==> config.mk <==
export PLATFORM = sky130hd
export DESIGN_NAME = utf8_decoder
export DESIGN_NICKNAME = d
export VERILOG_FILES = /design/src/utf8d_pkg.sv /design/src/utf8d_fifo.sv /design/src/utf8d_front.sv /design/src/utf8d_back.sv /design/src/utf8_decoder.sv
export SDC_FILE = /design/constraint.sdc
export NUM_CORES = 1
export LEC_CHECK = 0
export BUFFER_PORTS_ARGS = -buffer_cell sky130_fd_sc_hd__buf_2
export CORE_ASPECT_RATIO = 1.5
export CORE_UTILIZATION = 40
export DETAILED_ROUTE_END_ITERATION = 8
export MAX_ROUTING_LAYER = met4
export PLACE_DENSITY_LB_ADDON = 0.1
export SYNTH_ARGS = -nofsm -noshare
export SYNTH_HDL_FRONTEND = slang
export SYNTH_SLANG_ARGS = --single-unit
==> constraint.sdc <==
create_clock -name clk_i -period 3.15 [get_ports clk_i]
set_clock_uncertainty 0.05 [all_clocks]
set_input_delay 0.63 -clock clk_i [delete_from_list [all_inputs] [get_ports clk_i]]
set_output_delay 0.63 -clock clk_i [all_outputs]
set_load 0.01 [all_outputs]
==> src/utf8d_pkg.sv <==
package utf8d_pkg;

  localparam int unsigned CpW = 21;
  localparam int unsigned PayloadW = 7;
  localparam int unsigned MidDepth = 2;
  localparam int unsigned OutDepth = 2;

  localparam logic [CpW-1:0] Replacement = 21'h00FFFD;

  // kind of byte, decided without looking at the decoder state
  typedef enum logic [2:0] {
    CLS_ASCII,
    CLS_LEAD2,
    CLS_LEAD3,
    CLS_LEAD4,
    CLS_CONT,
    CLS_BAD
  } byte_cls_e;

  typedef struct packed {
    byte_cls_e             cls;
    logic [PayloadW-1:0]   payload;
    logic                  last;
  } cls_item_t;

  typedef struct packed {
    logic [CpW-1:0] uchar;
    logic           has_uchar;
    logic           replaced;
    logic           end_of_text;
  } result_t;

  localparam int unsigned ClsItemW = $bits(cls_item_t);
  localparam int unsigned ResultW = $bits(result_t);

endpackage

==> src/utf8d_fifo.sv <==
module utf8d_fifo #(
  parameter int unsigned WIDTH = 8,
  parameter int unsigned DEPTH = 2
) (
  input  logic             clk_i,
  input  logic             rst_ni,
  input  logic             push_i,
  input  logic [WIDTH-1:0] data_i,
  output logic             full_o,
  input  logic             pop_i,
  output logic [WIDTH-1:0] data_o,
  output logic             empty_o
);

  localparam int unsigned PtrW = (DEPTH > 1) ? $clog2(DEPTH) : 1;
  localparam int unsigned CntW = $clog2(DEPTH + 1);
  localparam logic [PtrW-1:0] LastPtr = PtrW'(DEPTH - 1);
  localparam logic [CntW-1:0] FullCnt = CntW'(DEPTH);

  logic [WIDTH-1:0] mem_q [DEPTH];
  logic [PtrW-1:0]  wr_ptr_q, wr_ptr_d;
  logic [PtrW-1:0]  rd_ptr_q, rd_ptr_d;
  logic [CntW-1:0]  count_q, count_d;
  logic             do_push, do_pop;

  assign full_o  = (count_q == FullCnt);
  assign empty_o = (count_q == '0);
  assign do_push = push_i & ~full_o;
  assign do_pop  = pop_i & ~empty_o;
  assign data_o  = mem_q[rd_ptr_q];

  always_comb begin
    wr_ptr_d = wr_ptr_q;
    rd_ptr_d = rd_ptr_q;
    count_d  = count_q;
    if (do_push) begin
      wr_ptr_d = (wr_ptr_q == LastPtr) ? '0 : wr_ptr_q + 1'b1;
    end
    if (do_pop) begin
      rd_ptr_d = (rd_ptr_q == LastPtr) ? '0 : rd_ptr_q + 1'b1;
    end
    if (do_push && !do_pop) begin
      count_d = count_q + 1'b1;
    end else if (do_pop && !do_push) begin
      count_d = count_q - 1'b1;
    end
  end

  always_ff @(posedge clk_i or negedge rst_ni) begin
    if (!rst_ni) begin
      wr_ptr_q <= '0;
      rd_ptr_q <= '0;
      count_q  <= '0;
    end else begin
      wr_ptr_q <= wr_ptr_d;
      rd_ptr_q <= rd_ptr_d;
      count_q  <= count_d;
    end
  end

  always_ff @(posedge clk_i) begin
    if (do_push) begin
      mem_q[wr_ptr_q] <= data_i;
    end
  end

endmodule

==> src/utf8d_front.sv <==
module utf8d_front
  import utf8d_pkg::*;
(
  input  logic       push_i,
  input  logic       full_i,
  input  logic [7:0] data_byte_i,
  input  logic       last_byte_i,
  output logic       item_push_o,
  output cls_item_t  item_o
);

  assign item_push_o = push_i & ~full_i;

  // sort the byte by its leading bits and strip the marker bits
  always_comb begin
    item_o.last = last_byte_i;
    if (!data_byte_i[7]) begin
      item_o.cls     = CLS_ASCII;
      item_o.payload = data_byte_i[6:0];
    end else if (data_byte_i[7:6] == 2'b10) begin
      item_o.cls     = CLS_CONT;
      item_o.payload = {1'b0, data_byte_i[5:0]};
    end else if (data_byte_i[7:5] == 3'b110) begin
      item_o.cls     = CLS_LEAD2;
      item_o.payload = {2'b00, data_byte_i[4:0]};
    end else if (data_byte_i[7:4] == 4'b1110) begin
      item_o.cls     = CLS_LEAD3;
      item_o.payload = {3'b000, data_byte_i[3:0]};
    end else if (data_byte_i[7:3] == 5'b11110) begin
      item_o.cls     = CLS_LEAD4;
      item_o.payload = {4'b0000, data_byte_i[2:0]};
    end else begin
      item_o.cls     = CLS_BAD;
      item_o.payload = '0;
    end
  end

endmodule

==> src/utf8d_back.sv <==
module utf8d_back
  import utf8d_pkg::*;
(
  input  logic      clk_i,
  input  logic      rst_ni,
  input  logic      item_valid_i,
  input  cls_item_t item_i,
  output logic      item_pop_o,
  input  logic      res_full_i,
  output logic      res_push_o,
  output result_t   res_o
);

  logic [CpW-1:0] acc_q, acc_d;
  logic [1:0]     pend_q, pend_d;
  logic [CpW-1:0] acc_shift;
  logic [1:0]     pend_dec;
  logic           emit;

  assign item_pop_o = item_valid_i & ~res_full_i;
  assign res_push_o = item_pop_o & emit;
  assign acc_shift  = {acc_q[CpW-7:0], item_i.payload[5:0]};
  assign pend_dec   = pend_q - 2'd1;

  always_comb begin
    acc_d = acc_q;
    pend_d = pend_q;
    emit = 1'b0;
    res_o = '{uchar: '0, has_uchar: 1'b0, replaced: 1'b0,
              end_of_text: item_i.last};
    if (pend_q == 2'd0) begin
      case (item_i.cls)
        CLS_ASCII: begin
          emit = 1'b1;
          res_o.uchar = CpW'(item_i.payload);
          res_o.has_uchar = 1'b1;
        end
        CLS_LEAD2, CLS_LEAD3, CLS_LEAD4: begin
          acc_d = CpW'(item_i.payload);
          pend_d = (item_i.cls == CLS_LEAD2) ? 2'd1 :
                   (item_i.cls == CLS_LEAD3) ? 2'd2 : 2'd3;
          // truncated at end of text: hand out what was loaded
          emit = item_i.last;
          res_o.uchar = CpW'(item_i.payload);
          res_o.has_uchar = 1'b1;
        end
        default: begin
          // drop stray continuation or illegal lead; mark end only
          emit = item_i.last;
        end
      endcase
    end else if (item_i.cls != CLS_CONT) begin
      // abandon the sequence and consume the byte
      acc_d = '0;
      pend_d = '0;
      emit = 1'b1;
      res_o.uchar = Replacement;
      res_o.has_uchar = 1'b1;
      res_o.replaced = 1'b1;
    end else begin
      acc_d = acc_shift;
      pend_d = pend_dec;
      res_o.uchar = acc_shift;
      res_o.has_uchar = 1'b1;
      if (pend_dec == 2'd0 || item_i.last) begin
        emit = 1'b1;
        acc_d = '0;
        pend_d = '0;
      end
    end
    if (item_i.last) begin
      acc_d = '0;
      pend_d = '0;
    end
  end

  always_ff @(posedge clk_i or negedge rst_ni) begin
    if (!rst_ni) begin
      acc_q  <= '0;
      pend_q <= '0;
    end else if (item_pop_o) begin
      acc_q  <= acc_d;
      pend_q <= pend_d;
    end
  end

endmodule

==> src/utf8_decoder.sv <==
// Path: a transferred byte is held in the classifier queue and decoded by the back end;
// its result (if any) is registered in the result queue, which then shows empty low.
// Throughput: one byte per cycle, set by the state update in the back end; a full
// result queue stalls the back end, then the byte queue.
// Reset: asynchronous, clears both queues, the accumulator and pending count.
module utf8_decoder
  import utf8d_pkg::*;
#(
  parameter int unsigned MID_DEPTH = MidDepth,
  parameter int unsigned OUT_DEPTH = OutDepth
) (
  input  logic           clk_i,
  input  logic           rst_ni,
  input  logic           push,
  output logic           full,
  input  logic [7:0]     data_byte_i,
  input  logic           last_byte_i,
  output logic           empty,
  input  logic           pop,
  output logic [CpW-1:0] uchar_o,
  output logic           has_uchar_o,
  output logic           replaced_o,
  output logic           end_of_text_o
);

  cls_item_t front_item, mid_item;
  logic      front_push, mid_empty, mid_pop;
  logic      res_push, res_full;
  result_t   back_res, out_res;

  utf8d_front u_front (
    .push_i      (push),
    .full_i      (full),
    .data_byte_i (data_byte_i),
    .last_byte_i (last_byte_i),
    .item_push_o (front_push),
    .item_o      (front_item)
  );

  utf8d_fifo #(
    .WIDTH (ClsItemW),
    .DEPTH (MID_DEPTH)
  ) u_mid_fifo (
    .clk_i   (clk_i),
    .rst_ni  (rst_ni),
    .push_i  (front_push),
    .data_i  (front_item),
    .full_o  (full),
    .pop_i   (mid_pop),
    .data_o  (mid_item),
    .empty_o (mid_empty)
  );

  utf8d_back u_back (
    .clk_i        (clk_i),
    .rst_ni       (rst_ni),
    .item_valid_i (~mid_empty),
    .item_i       (mid_item),
    .item_pop_o   (mid_pop),
    .res_full_i   (res_full),
    .res_push_o   (res_push),
    .res_o        (back_res)
  );

  utf8d_fifo #(
    .WIDTH (ResultW),
    .DEPTH (OUT_DEPTH)
  ) u_out_fifo (
    .clk_i   (clk_i),
    .rst_ni  (rst_ni),
    .push_i  (res_push),
    .data_i  (back_res),
    .full_o  (res_full),
    .pop_i   (pop),
    .data_o  (out_res),
    .empty_o (empty)
  );

  assign uchar_o       = out_res.uchar;
  assign has_uchar_o   = out_res.has_uchar;
  assign replaced_o    = out_res.replaced;
  assign end_of_text_o = out_res.end_of_text;

  a_replaced_value: assert property (@(posedge clk_i) disable iff (!rst_ni)
    !empty && replaced_o |-> has_uchar_o && uchar_o == Replacement)
    else $error("replacement result without 0xFFFD");

  a_bare_marker: assert property (@(posedge clk_i) disable iff (!rst_ni)
    !empty && !has_uchar_o |-> end_of_text_o && uchar_o == '0)
    else $error("bare result that is not an end marker");

  a_result_from_item: assert property (@(posedge clk_i) disable iff (!rst_ni)
    res_push |-> mid_pop && !mid_empty)
    else $error("result produced without a consumed byte");

  a_marker_on_last: assert property (@(posedge clk_i) disable iff (!rst_ni)
    mid_pop && mid_item.last |-> res_push && back_res.end_of_text)
    else $error("last byte did not produce an end of text result");

endmodule
==> out/summary.txt <==
Status - finished, final reports clean
Ant diodes - 0
Gr ovfl total - 0
CORE AREA - 9690 um^2
Top post-synthesis cells by count - edfxtp_1, dfrtp_1, mux2_2
Combinational fraction of design power - 0.371
Switching share of power - 0.337
Min-Delay Path Class - in2async
Rows - 44
Top cell type's share of synthesized area - 0.528
Clock latency on the worst-skew pair - 330 ps
CP required - 3110 ps
Total die area - 10400 um^2
Final period utilization - 0.781
Die height - 124 um
Yosys cell types - 41
Worst slew pin tran - 721 ps
NetSw - 1.74 mW
Fin nets - 328
Slowest CP cell - dfrtp_1
Fill cells - 871
Minimum clock period - 2460 ps
WL per Instance - 16.9 um
Max cap viols - 0
Top_reg_cell synth - edfxtp_1
Area contributors post-synth - edfxtp_1, dfrtp_1, mux2_2
Maximum fanout along the worst path - 23
Syn nets - 283
Setup crit start - u_mid_fifo.rd_ptr_q$_DFFE_PN0P_
Final slew viol count - 0
Hold-fix buffers at CTS - 0
Synthesized instance count - 266
Clk slew on worst S/H paths - 60 ps
Cell count after placement - 415
CTS resizes - 0
Post-route ant nets - 0
Total CTS buffers - 9
Multi-input gate area - 1160 um^2
Top-count cell post-synth - edfxtp_1
Pin count of the biggest net entering global routing - 26
First DRT Iteration DRCs - 89
Worst setup path class - reg2reg
Startpoint types - flop
Fmax - 406 MHz
CP cell instances - mux2i_1, inv_2, a21oi_1, a31oi_1, nor2b_2, buf_4
Synth area leader - edfxtp_1
Root buf cell - clkbuf_16
Vias in the first global route - 2318
First-pass GRT wire length - 12000 um
Pint - 3.42 mW
Cell family with most CP delay - flip-flops
Seq pwr share - 0.428
# clock sinks - 95
Postcts setup bufs - 0
Final hold violations - 0
Count of final setup violators - 0
Gr usage total - 0.161
Pre-Repair DR Iteration Count - 4
Leak - 1.85 nW
RR Startpoint - u_mid_fifo.rd_ptr_q$_DFFE_PN0P_
PortBufs - 38
Via count - 2228
Syn avg cell area - 15.0 um^2
Initial antenna violation count - 0
Worst path bufs/invs - 2
DRC violations left - 0
Post-Syn Area - 3980 um^2
Dpl ws - 676 ps
Reg area - 2730 um^2
Final wirelength - 7300 um
Worst path arrival time - 2420 ps
Normalized max-slew margin - 0.519
Delay of the slowest critical-path stage - 810 ps
CTS tree - built
Number of synthesized flops with an enable pin - 70
Routed vias/inst - 5.17
#FFs+latches synth - 95
Peak VDD IR - 0.419 mV
RSZ-0062 raised after global routing - false
Layout Cells excl Fill - 431
Setup crit end kind - flop
I/O pin cnt - 39
YS warnings - 0
Clock share of power - 0.200
Post-route setup slack - 689 ps
Starting density of the core - 0.411
Clock buffer depth - 2
Area post-placement - 4320 um^2
DP HPWL - 5100 um
Final setup TNS - 0 ps
Layout cells sized above 1 - 0.278
Die width - 83.4 um
Gpl congestion - 0.834
H-tree Lvls - 3
Ys async rst share - 0.263
Cell area after layout - 4600 um^2
PwrDens - 1120 nW/um^2
Area Growth Syn to Fin - 15.5%
Seq/Total Area, Yosys - 0.685
-- metrics by stage --
| step | utilization | power (mW) | hold WS, ps |
|---|---|---|---|
| global placement | 0.445 | 4.18 | 427 |
| detailed placement | 0.445 | 4.21 | 434 |
| floorplan | - | 3.55 | 284 |
| finish | 0.475 | 5.17 | 242 |
| CTS | 0.475 | 5.27 | 249 |
| global route | 0.475 | 5.52 | 282 |
-- final cells by class --
| cell class | instances | share of cell area |
|---|---|---|
| repair buffers | 45 | 0.0528 |
| inverters | 12 | 0.00980 |
| clock inverters | 4 | 0.0101 |
| flip-flops and latches | 95 | 0.593 |
| well taps | 115 | 0.0313 |
| clock buffers | 12 | 0.0514 |
| multi-input cells | 148 | 0.251 |
-- cells in the final DEF (no fill, tap or decap), drive strengths merged, types with 3 or more instances in the layout --
cell type   n
a21boi      3
a21o        9
a21oi       7
a22o       17
and2       10
buf        45
clkbuf     12
dfrtp      25
edfxtp     70
ha          4
inv        12
mux2       25
mux2i       8
nand2       4
nor2       12
nor3        8
o21ai       6
xnor2       6
xor2        4
-- cells by family after synthesis --
group                    after synthesis  synth area share
AO/OA/AOI/OAI                         54             0.100
XOR/XNOR                              10            0.0220
adder cells (fa/ha/maj)                4            0.0126
buffers and inverters                 23            0.0248
flip-flops                            95             0.685
multiplexers                          33            0.0909
AND/OR/NAND/NOR                       47            0.0641
-- registers in the layout, indices dropped and copies added (netlist names) --
signal and count:
u_mid_fifo.wr_ptr_q 1, u_back.acc_q 15, u_out_fifo.wr_ptr_q 1, u_out_fifo.count_q 2, u_out_fifo.mem_q 48, u_mid_fifo.count_q 2, u_mid_fifo.rd_ptr_q 1, u_mid_fifo.mem_q 22
u_out_fifo.rd_ptr_q 1, u_back.pend_q 2
-- per-layer routing --
metal	routed length (um)	vias to the layer above	global-route usage
met3	153	8	0.0378
met4	130	0	0.0699
met1	2840	1097	0.162
met5	0	-	-
met2	4170	30	0.300
li1	-	1093	-
-- path summary, 6_finish.rpt --
path	slack (ps)	to	cells after the start
max	690	u_out_fifo.mem_q[0][15]$_DFFE_PP_	6
min	240	u_mid_fifo.count_q[1]$_DFFE_PN0P_	1
max reg2reg	690	u_out_fifo.mem_q[0][15]$_DFFE_PP_	6
min reg2reg	440	u_mid_fifo.wr_ptr_q$_DFFE_PN0P_	1
max in group asynchronous	2430	u_mid_fifo.rd_ptr_q$_DFFE_PN0P_	1
min in group clk_i	430	u_mid_fifo.mem_q[0][0]$_DFFE_PP_	1
-- power groups by stage --
stage | Clock [mW] | Sequential (mW) | Combinational, mW
after floorplan | 0 | 2.15 | 1.40
after global placement | 0 | 2.23 | 1.95
after detailed placement | 0 | 2.24 | 1.97
after CTS | 1.07 | 2.22 | 1.98
after global routing | 1.11 | 2.27 | 2.14
final | 1.04 | 2.21 | 1.92
Note: power is estimated with default switching activity, not from simulation.
